**config.mk**
```make
export PLATFORM = sky130hd
export DESIGN_NAME = safs_ctrl
export DESIGN_NICKNAME = d
export VERILOG_FILES = /design/src/safs_pkg.sv /design/src/safs_ctrl.sv
export SDC_FILE = /design/constraint.sdc
export NUM_CORES = 1
export LEC_CHECK = 0
export BUFFER_PORTS_ARGS = -buffer_cell sky130_fd_sc_hd__buf_2
export CORE_AREA = 2 2 39 41
export CTS_CLUSTER_DIAMETER = 100
export DETAILED_ROUTE_END_ITERATION = 7
export DIE_AREA = 0 0 41 43
export SYNTH_ARGS = -nofsm -noshare
export SYNTH_HDL_FRONTEND = slang
export SYNTH_SLANG_ARGS = --single-unit
```
**constraint.sdc**
```tcl
create_clock -name clk -period 1.9 [get_ports clk]
set_input_delay 0.095 -clock clk [delete_from_list [all_inputs] [get_ports clk]]
set_output_delay 0.095 -clock clk [all_outputs]
set_load 0.005 [all_outputs]
```
**src/safs_pkg.sv**
```systemverilog
// shared types and constants for the sprite animation frame sequencer
// no dependencies
`default_nettype none
package safs_pkg;
    localparam int ANIM_COUNT = 8;
    localparam int MAX_SLOTS  = 32;
    localparam int MAX_SKIP   = 256;
    localparam int AW  = $clog2(ANIM_COUNT);
    localparam int SW  = $clog2(MAX_SLOTS);
    localparam int TW  = $clog2(MAX_SLOTS + 1);
    localparam int KW  = $clog2(MAX_SKIP + 1);
    localparam int TBL_DEPTH = ANIM_COUNT * MAX_SLOTS;
    localparam int TBL_AW    = $clog2(TBL_DEPTH);
    localparam int ENTRY_W   = 62;

    typedef enum logic [1:0] {
        CMD_WRITE = 2'd0,
        CMD_COUNT = 2'd1,
        CMD_TIME  = 2'd2,
        CMD_PAINT = 2'd3
    } cmd_t;

    typedef enum logic [2:0] {
        ST_IDLE, ST_RD0, ST_CHK, ST_RDN, ST_WALK, ST_FIN, ST_OUT
    } state_t;

    typedef struct packed {
        logic load;      // capture input item
        logic wr_slot;
        logic set_total;
        logic rd_cur;    // read current slot
        logic check;     // evaluate first slot (time or paint)
        logic rd_next;
        logic walk;      // evaluate next slot duration
        logic finish;    // commit state, read final slot
        logic emit;      // load output register
    } ctl_t;

    typedef struct packed {
        logic is_time;
        logic is_adv;
        logic restart;
        logic need_walk;
        logic walk_more;
    } sts_t;
endpackage
`default_nettype wire

```
**src/safs_ctrl.sv**
```systemverilog
// controller state machine for the frame sequencer
// depends on safs_pkg
`default_nettype none
module safs_ctrl
    import safs_pkg::*;
(
    input  wire logic clk,
    input  wire logic rst_n,
    input  wire logic in_valid,
    output logic      in_stall,
    output logic      out_valid,
    input  wire logic out_stall,
    input  sts_t      sts,
    output ctl_t      ctl
);
    state_t state_reg, state_next;
    logic   ov_reg, ov_next;

    always_ff @(posedge clk or negedge rst_n)
    begin
        if (!rst_n)
        begin
            state_reg <= ST_IDLE;
            ov_reg    <= 1'b0;
        end
        else
        begin
            state_reg <= state_next;
            ov_reg    <= ov_next;
        end
    end

    assign in_stall  = (state_reg != ST_IDLE);
    assign out_valid = ov_reg;

    always_comb
    begin
        state_next = state_reg;
        ov_next    = ov_reg && out_stall;
        ctl        = '0;
        unique case (state_reg)
            ST_IDLE:
            begin
                if (in_valid)
                begin
                    ctl.load   = 1'b1;
                    state_next = ST_RD0;
                end
            end
            ST_RD0:
            begin
                // write/count finish here; advance reads current slot
                if (!sts.is_adv)
                begin
                    ctl.wr_slot   = 1'b1;
                    ctl.set_total = 1'b1;
                    state_next    = ST_IDLE;
                end
                else
                begin
                    ctl.rd_cur = 1'b1;
                    state_next = ST_CHK;
                end
            end
            ST_CHK:
            begin
                ctl.check = 1'b1;
                if (sts.is_time && !sts.restart && sts.need_walk)
                begin
                    state_next = ST_RDN;
                end
                else
                begin
                    state_next = ST_FIN;
                end
            end
            ST_RDN:
            begin
                ctl.rd_next = 1'b1;
                state_next  = ST_WALK;
            end
            ST_WALK:
            begin
                ctl.walk = 1'b1;
                state_next = sts.walk_more ? ST_RDN : ST_FIN;
            end
            ST_FIN:
            begin
                ctl.finish = 1'b1;
                state_next = ST_OUT;
            end
            ST_OUT:
            begin
                if (!ov_reg || !out_stall)
                begin
                    ctl.emit   = 1'b1;
                    ov_next    = 1'b1;
                    state_next = ST_IDLE;
                end
            end
            default: state_next = ST_IDLE;
        endcase
    end
endmodule
`default_nettype wire

```
==> results of run 1 <==
[final cells by class]
| class | count | area [sq um] |
|---|---|---|
| multi-input combinational | 28 | 168 |
| clock buffer | 3 | 22.5 |
| timing repair buffer | 20 | 105 |
| inverter | 2 | 7.51 |
| fill | 161 | 961 |
| tap | 16 | 20.0 |
| sequential | 4 | 100 |
[how the worst min path moves through the flow]
stage / from / endpoint / slack (ns) / cells past startpoint
floorplan: rst_n / out_valid / -0.20 / 0
global placement: rst_n / out_valid / -0.09 / 1
detailed placement: rst_n / out_valid / -0.09 / 1
CTS: in_valid / state_reg[0] / 0.12 / 3
global route: in_valid / state_reg[0] / 0.14 / 3
finish: in_valid / state_reg[0] / 0.12 / 3
[cells in the mapped netlist (all sizes together)]
library cell	n	area share
and4b	1	0.035
nor2	6	0.078
buf	2	0.043
o32a	1	0.035
dfrtp	4	0.35
nor2b	3	0.065
o21ai	3	0.065
nand2b	2	0.043
inv	2	0.026
and3	1	0.022
nor4	1	0.022
a21oi	1	0.017
a32oi	1	0.030
nor3b	1	0.026
and4bb	1	0.043
o211ai	1	0.026
nand2	5	0.074
[routing by layer]
metal	share of wire	vias up	routed length, um	global-route usage
met2	0.44	16	307	0.103
met1	0.44	144	301	0.114
met5	0	-	0	0
met3	0.12	0	81	0.0942
met4	0	0	0	0.0200
li1	-	171	-	-
[stage by stage]
stage | setup slack (ns) | cells | power (W) | hold slack (ns)
final | 0.469 | 73 | 0.000568 | 0.122
after global routing | 0.318 | 73 | 0.000618 | 0.136
after CTS | 0.463 | 73 | 0.000577 | 0.119
after detailed placement | 0.717 | 69 | 0.000464 | -0.0899
after global placement | 0.744 | 69 | 0.000462 | -0.0915
after floorplan | 0.722 | 36 | 0.000365 | -0.201
[power by group through the flow]
stage | Sequential (W) | Clock, W | Combinational (W)
after floorplan | 0.000160 | 0 | 0.000205
after global placement | 0.000194 | 0 | 0.000268
after detailed placement | 0.000192 | 0 | 0.000273
after CTS | 0.000191 | 0.000111 | 0.000275
after global routing | 0.000202 | 0.000116 | 0.000300
final | 0.000193 | 0.000106 | 0.000269
[critical path, cell delays in order, from the launching register on]
cell and delay [ns]:
dfrtp_1 0.52, inv_2 0.11, nor4_1 0.30, buf_2 0.18
[cells by family after synthesis]
| kind of cell | count (synthesis) |
|---|---|
| AO/OA/AOI/OAI | 7 |
| AND/OR/NAND/NOR | 21 |
| flip-flops | 4 |
| buffers and inverters | 4 |
[cells in the final DEF, fill, tap and decap left out, types with 2 or more instances in the layout]
cell type,instances
nor2b_1,3
buf_2,19
nor2_1,6
nand2b_1,2
dfrtp_1,4
clkbuf_4,3
nand2_1,4
==> results.py, run 1 <==
metrics = {
    "run_status": {
        "outcome": "completed",
    },
    "grt": {
        "grt_pass1_wl_um": 959,
        "grt.total_usage": 0.0897,
        "grt_max_degree": 13,
        "antenna_found_initial": 0,
        "overflow": 0,
        "grt_pass1_vias": 237,
    },
    "floorplanning": {
        "start_util": 0.208,
        "die_area_sq_um": 1760,
        "boundaryPins": 20,
        "coreArea_sq_um": 1380,
        "die_h_um": 43,
        "die_x_um": 41,
        "num_rows": 14,
    },
    "sta": {
        "setup_viol": 0,
        "worstMarginPinSlew_ns": 0.324,
        "hold_violations": 0,
        "fin_setup_tns_ns": 0,
        "period_minus_slack_ns": 1.43,
        "fmax_mhz": 699,
        "skew_ns": 0.0116,
        "slew_headroom": 0.784,
        "finalCritPeriodShare": 0.753,
        "slew_viol_final": 0,
        "rsz0062_at_grt": "false",
    },
    "synth": {
        "synth_nets": 45,
        "avgSynthCellArea_sq_um": 7.99,
        "netlist_instances": 36,
        "synthSimpleGateAreaFrac": 0.409,
        "muxShareOfSynthArea": 0,
        "synth_top_family_by_area": "simple AND/OR/NAND/NOR gates",
        "synth_cell_types": 22,
        "synth_compound_area_frac": 0.174,
        "ys_seq_elements": 4,
        "synthXorXnorAreaFrac": 0,
        "yosysSeqAreaShare": 0.348,
        "synthAdderAreaFrac": 0,
        "synth_area_sq_um": 288,
        "synth_warnings": 0,
    },
    "layout": {
        "n_antenna_cell": 0,
        "area_growth_pct": 47.0,
        "largest_reg_flops": 3,
        "fin_nets": 68,
        "drive_gt1_frac": 0.456,
        "final_util": 0.306,
        "fin_area_sq_um": 423,
    },
    "place": {
        "portBuffers": 19,
        "dp_hpwl_um": 561,
        "globalplace.congestion": 0.725,
        "place_area_sq_um": 390,
    },
    "worst_hold_path": {
        "min_path_type": "primary input to register",
    },
    "clocking": {
        "cts_buffer_depth": 2,
        "clock_latency_ns": 0.24,
        "cts-buffers-inserted": 3,
        "post_cts_buffers": 0,
        "post_cts_resized": 0,
        "cts_sinks": 4,
        "clk_pin_slew_worst_paths_ns": 0.03,
        "htree_levels": 1,
        "cts.hold.buffers_added": 1,
        "cts_tree": "built",
        "cts_root_buf": "clkbuf_4",
    },
    "routing": {
        "viasPerCell": 4.53,
        "wl_per_cell_um": 9.45,
        "dr.pass1.iters": 3,
        "ant_nets": 0,
        "vias": 331,
        "drcViolationCount": 0,
        "drt_iter0_markers": 3,
        "wirelength_um": 690,
    },
    "power": {
        "p_int_w": 0.000327,
        "p_per_area_nw_per_um2": 1340,
        "leakage_nw": 0.228,
        "p_seq_frac": 0.340,
        "combPwrFrac": 0.474,
        "p_sw_frac": 0.425,
        "clkPwrFrac": 0.186,
        "p_sw_w": 0.000241,
        "vdd_drop_max_mv": 0.636,
    },
    "setup_path": {
        "cp-end-kind": "output pin",
        "crit_path_start_kind": "register",
        "required_ns": 1.80,
        "crit_path_start": "state_reg[0]",
        "reg2reg_depth": 3,
        "path_max_fanout": 12,
        "endpoint": "ctl[7]",
        "worstSetupPathType": "register to output pin",
        "reg2reg_slack_ns": 0.76,
        "worstPathArrival_ns": 1.34,
        "regToRegStartpoint": "state_reg[0]",
        "r2r_end": "state_reg[2]",
    },
    "job": {
        "cap_violations": 0,
    },
}
No activity file was read; power rests on OpenSTA's default activity.
==> run 2, diff against run 1 <==
Settings changed: ABC_AREA set to 1.
Clock period 1.9 ns to 1.18 ns, I/O delays scaled along.
==> results.py, run 2 <==
metrics = {
    "floorplanning": {
        "die_area_sq_um": 1760,
        "start_util": 0.212,
        "coreArea_sq_um": 1380,
        "boundaryPins": 20,
        "num_rows": 14,
        "die_x_um": 41,
        "die_h_um": 43,
    },
    "synth": {
        "synth_warnings": 0,
        "async_flop_share": 1.00,
        "yosysMostFrequentCell": "inv_1",
        "yosysSeqAreaShare": 0.342,
        "synth_largest_area_cell": "dfrtp_1",
        "synth_area_sq_um": 293,
        "ys_seq_elements": 4,
        "synth_nets": 53,
        "synth_edf_count": 0,
        "yosysTopAreaCellShare": 0.342,
        "synth-main-ff-cell": "dfrtp_1",
        "synthTopCellsByArea": "dfrtp_1 (34%), inv_1 (10%), nor2_2 (8.5%)",
        "netlist_instances": 44,
        "synth_common_cells": "inv_1 (8), nand2_1 (6), nor2_1 (6)",
        "synth_cell_types": 16,
        "avgSynthCellArea_sq_um": 6.65,
    },
    "sta": {
        "slew_headroom": 0.843,
        "slew_viol_final": 0,
        "hold_violations": 0,
        "fmax_mhz": 824,
        "finalCritPeriodShare": 1.03,
        "fin_setup_tns_ns": -0.140,
        "fin_ws_ns": -0.0340,
        "period_minus_slack_ns": 1.21,
        "hold_ws_ns": 0.0491,
        "worstMarginPinSlew_ns": 0.234,
        "rsz0062_at_grt": "true",
        "skew_ns": 0.00155,
        "setup_viol": 6,
    },
    "layout": {
        "fin_nets": 84,
        "layout_common_cells": "buf_2 (19), inv_1 (7), buf_4 (7)",
        "final_common_cell": "buf_2",
        "area_growth_pct": 77.8,
        "stdcell_count": 89,
        "n_antenna_cell": 0,
        "largest_reg_flops": 3,
        "final_util": 0.376,
        "drive_gt1_frac": 0.630,
    },
    "setup_path": {
        "endpoint": "ctl[6]",
        "worstPathArrival_ns": 1.16,
        "required_ns": 1.12,
        "path_buf_inv": 2,
        "crit_path_start_kind": "register",
        "path_max_fanout": 6,
        "reg2reg_depth": 4,
        "cp-end-kind": "output pin",
        "worstSetupPathType": "register to output pin",
        "crit_path_start": "state_reg[0]",
        "worst_path_largest_cell_delay_ns": 0.47,
        "path_delay_family": "flip-flops",
        "regToRegStartpoint": "state_reg[1]",
        "crit_cells": 5,
        "r2r_end": "state_reg[2]",
        "path_cells": "inv_4, nor2_4, nand2_2, nor2_2, buf_2",
        "slowest_stage": "dfrtp_2",
        "reg2reg_slack_ns": 0.10,
    },
    "routing": {
        "drt_iter0_markers": 2,
        "dr.pass1.iters": 2,
        "vias": 379,
        "wirelength_um": 833,
        "viasPerCell": 4.26,
        "wl_per_cell_um": 9.36,
        "ant_nets": 0,
        "drcViolationCount": 0,
    },
    "place": {
        "placedCellCount": 78,
        "globalplace.congestion": 0.788,
        "dp_slack_ns": 0.166,
        "dp_hpwl_um": 547,
        "portBuffers": 19,
    },
    "clocking": {
        "cts-buffers-inserted": 3,
        "clock_latency_ns": 0.23,
        "cts_tree": "built",
        "cts_sinks": 4,
        "cts_buffer_depth": 2,
        "htree_levels": 1,
        "clk_pin_slew_worst_paths_ns": 0.04,
        "cts_root_buf": "clkbuf_4",
    },
    "job": {
        "cap_violations": 0,
    },
    "grt": {
        "grt_pass1_wl_mm": 1.15,
        "overflow": 0,
        "antenna_found_initial": 0,
        "grt_max_degree": 8,
        "grt.total_usage": 0.0997,
        "grt_pass1_vias": 310,
    },
    "run_status": {
        "violations": "setup timing",
        "outcome": "complete, but fails checks",
    },
    "worst_hold_path": {
        "min_path_type": "primary input to register",
    },
    "power": {
        "p_per_area_nw_per_um2": 2300,
        "leakage_nw": 0.305,
        "vdd_drop_max_mv": 0.945,
    },
}
==> run 2: cell count changes after synthesis, sizes merged, moves of 2 or more <==
cell and delta:
nand2b -2, nor3 +2, inv +8, nor2 +4
nand3 +3, nand2 +3, nor2b -3
==> run 2: worst min-delay path by stage <==
stage                      to  startpoint  slack (ns)  cells past startpoint
detailed placement  out_valid       rst_n       -0.13                      1
floorplan           out_valid       rst_n       -0.24                      0
global placement    out_valid       rst_n       -0.14                      1
finish              out_valid   out_stall        0.05                      3
CTS                 out_valid   out_stall        0.04                      3
global route        out_valid   out_stall        0.07                      3
==> run 2: routing by layer <==
metal | GRT usage | part of all wire | vias up
li1 | - | - | 197
met1 | 0.123 | 0.37 | 170
met4 | 0.100 | 0.019 | 0
met5 | 0 | 0 | -
met3 | 0.0157 | 0.056 | 2
met2 | 0.134 | 0.55 | 10
==> run 2: kinds of logic (layout without fill, tap and decap cells) <==
kind of cell,count (synthesis),in the layout,synth area share
AOI/OAI and AO/OA,5,5,0.115
DFF,4,4,0.342
buffers and inverters,11,40,0.154
and+or+nand+nor,24,24,0.389
==> run 2: final cells by class <==
class                   count  area (sq um)
fillers                   145           863
flip-flops and latches      4           103
inverters                  10          40.0
multi-input cells          29           178
repair buffers             27           158
clock buffers               3          22.5
well taps                  16          20.0
==> run 2: timing repair <==
item | in CTS | in global routing
setup endpoints to repair | 5 | 7
hold endpoints to repair | 4 | 0
hold buffers | 1 | 0
buffers inserted | 1 | 6
pin swaps | 0 | 4
gates resized for setup | 3 | 9
==> run 2: report_power, final <==
group | switching [W] | internal (W)
clock network | 0.0000523 | 0.000114
logic | 0.000348 | 0.000359
registers | 0.000122 | 0.000204
total | 0.000522 | 0.000677
==> run 2: worst min-delay path, delay by kind of cell <==
kind	cells	cell delay [ns]
buffers and inverters	1	0.07
and+or+nand+nor	2	0.11
==> run 2: through the flow <==
step / cell area (sq um) / total power (W)
CTS: 445 / 0.000977
global route: 520 / 0.00130
floorplan: 293 / 0.000583
finish: 520 / 0.00120
global placement: 400 / 0.000750
detailed placement: 400 / 0.000754
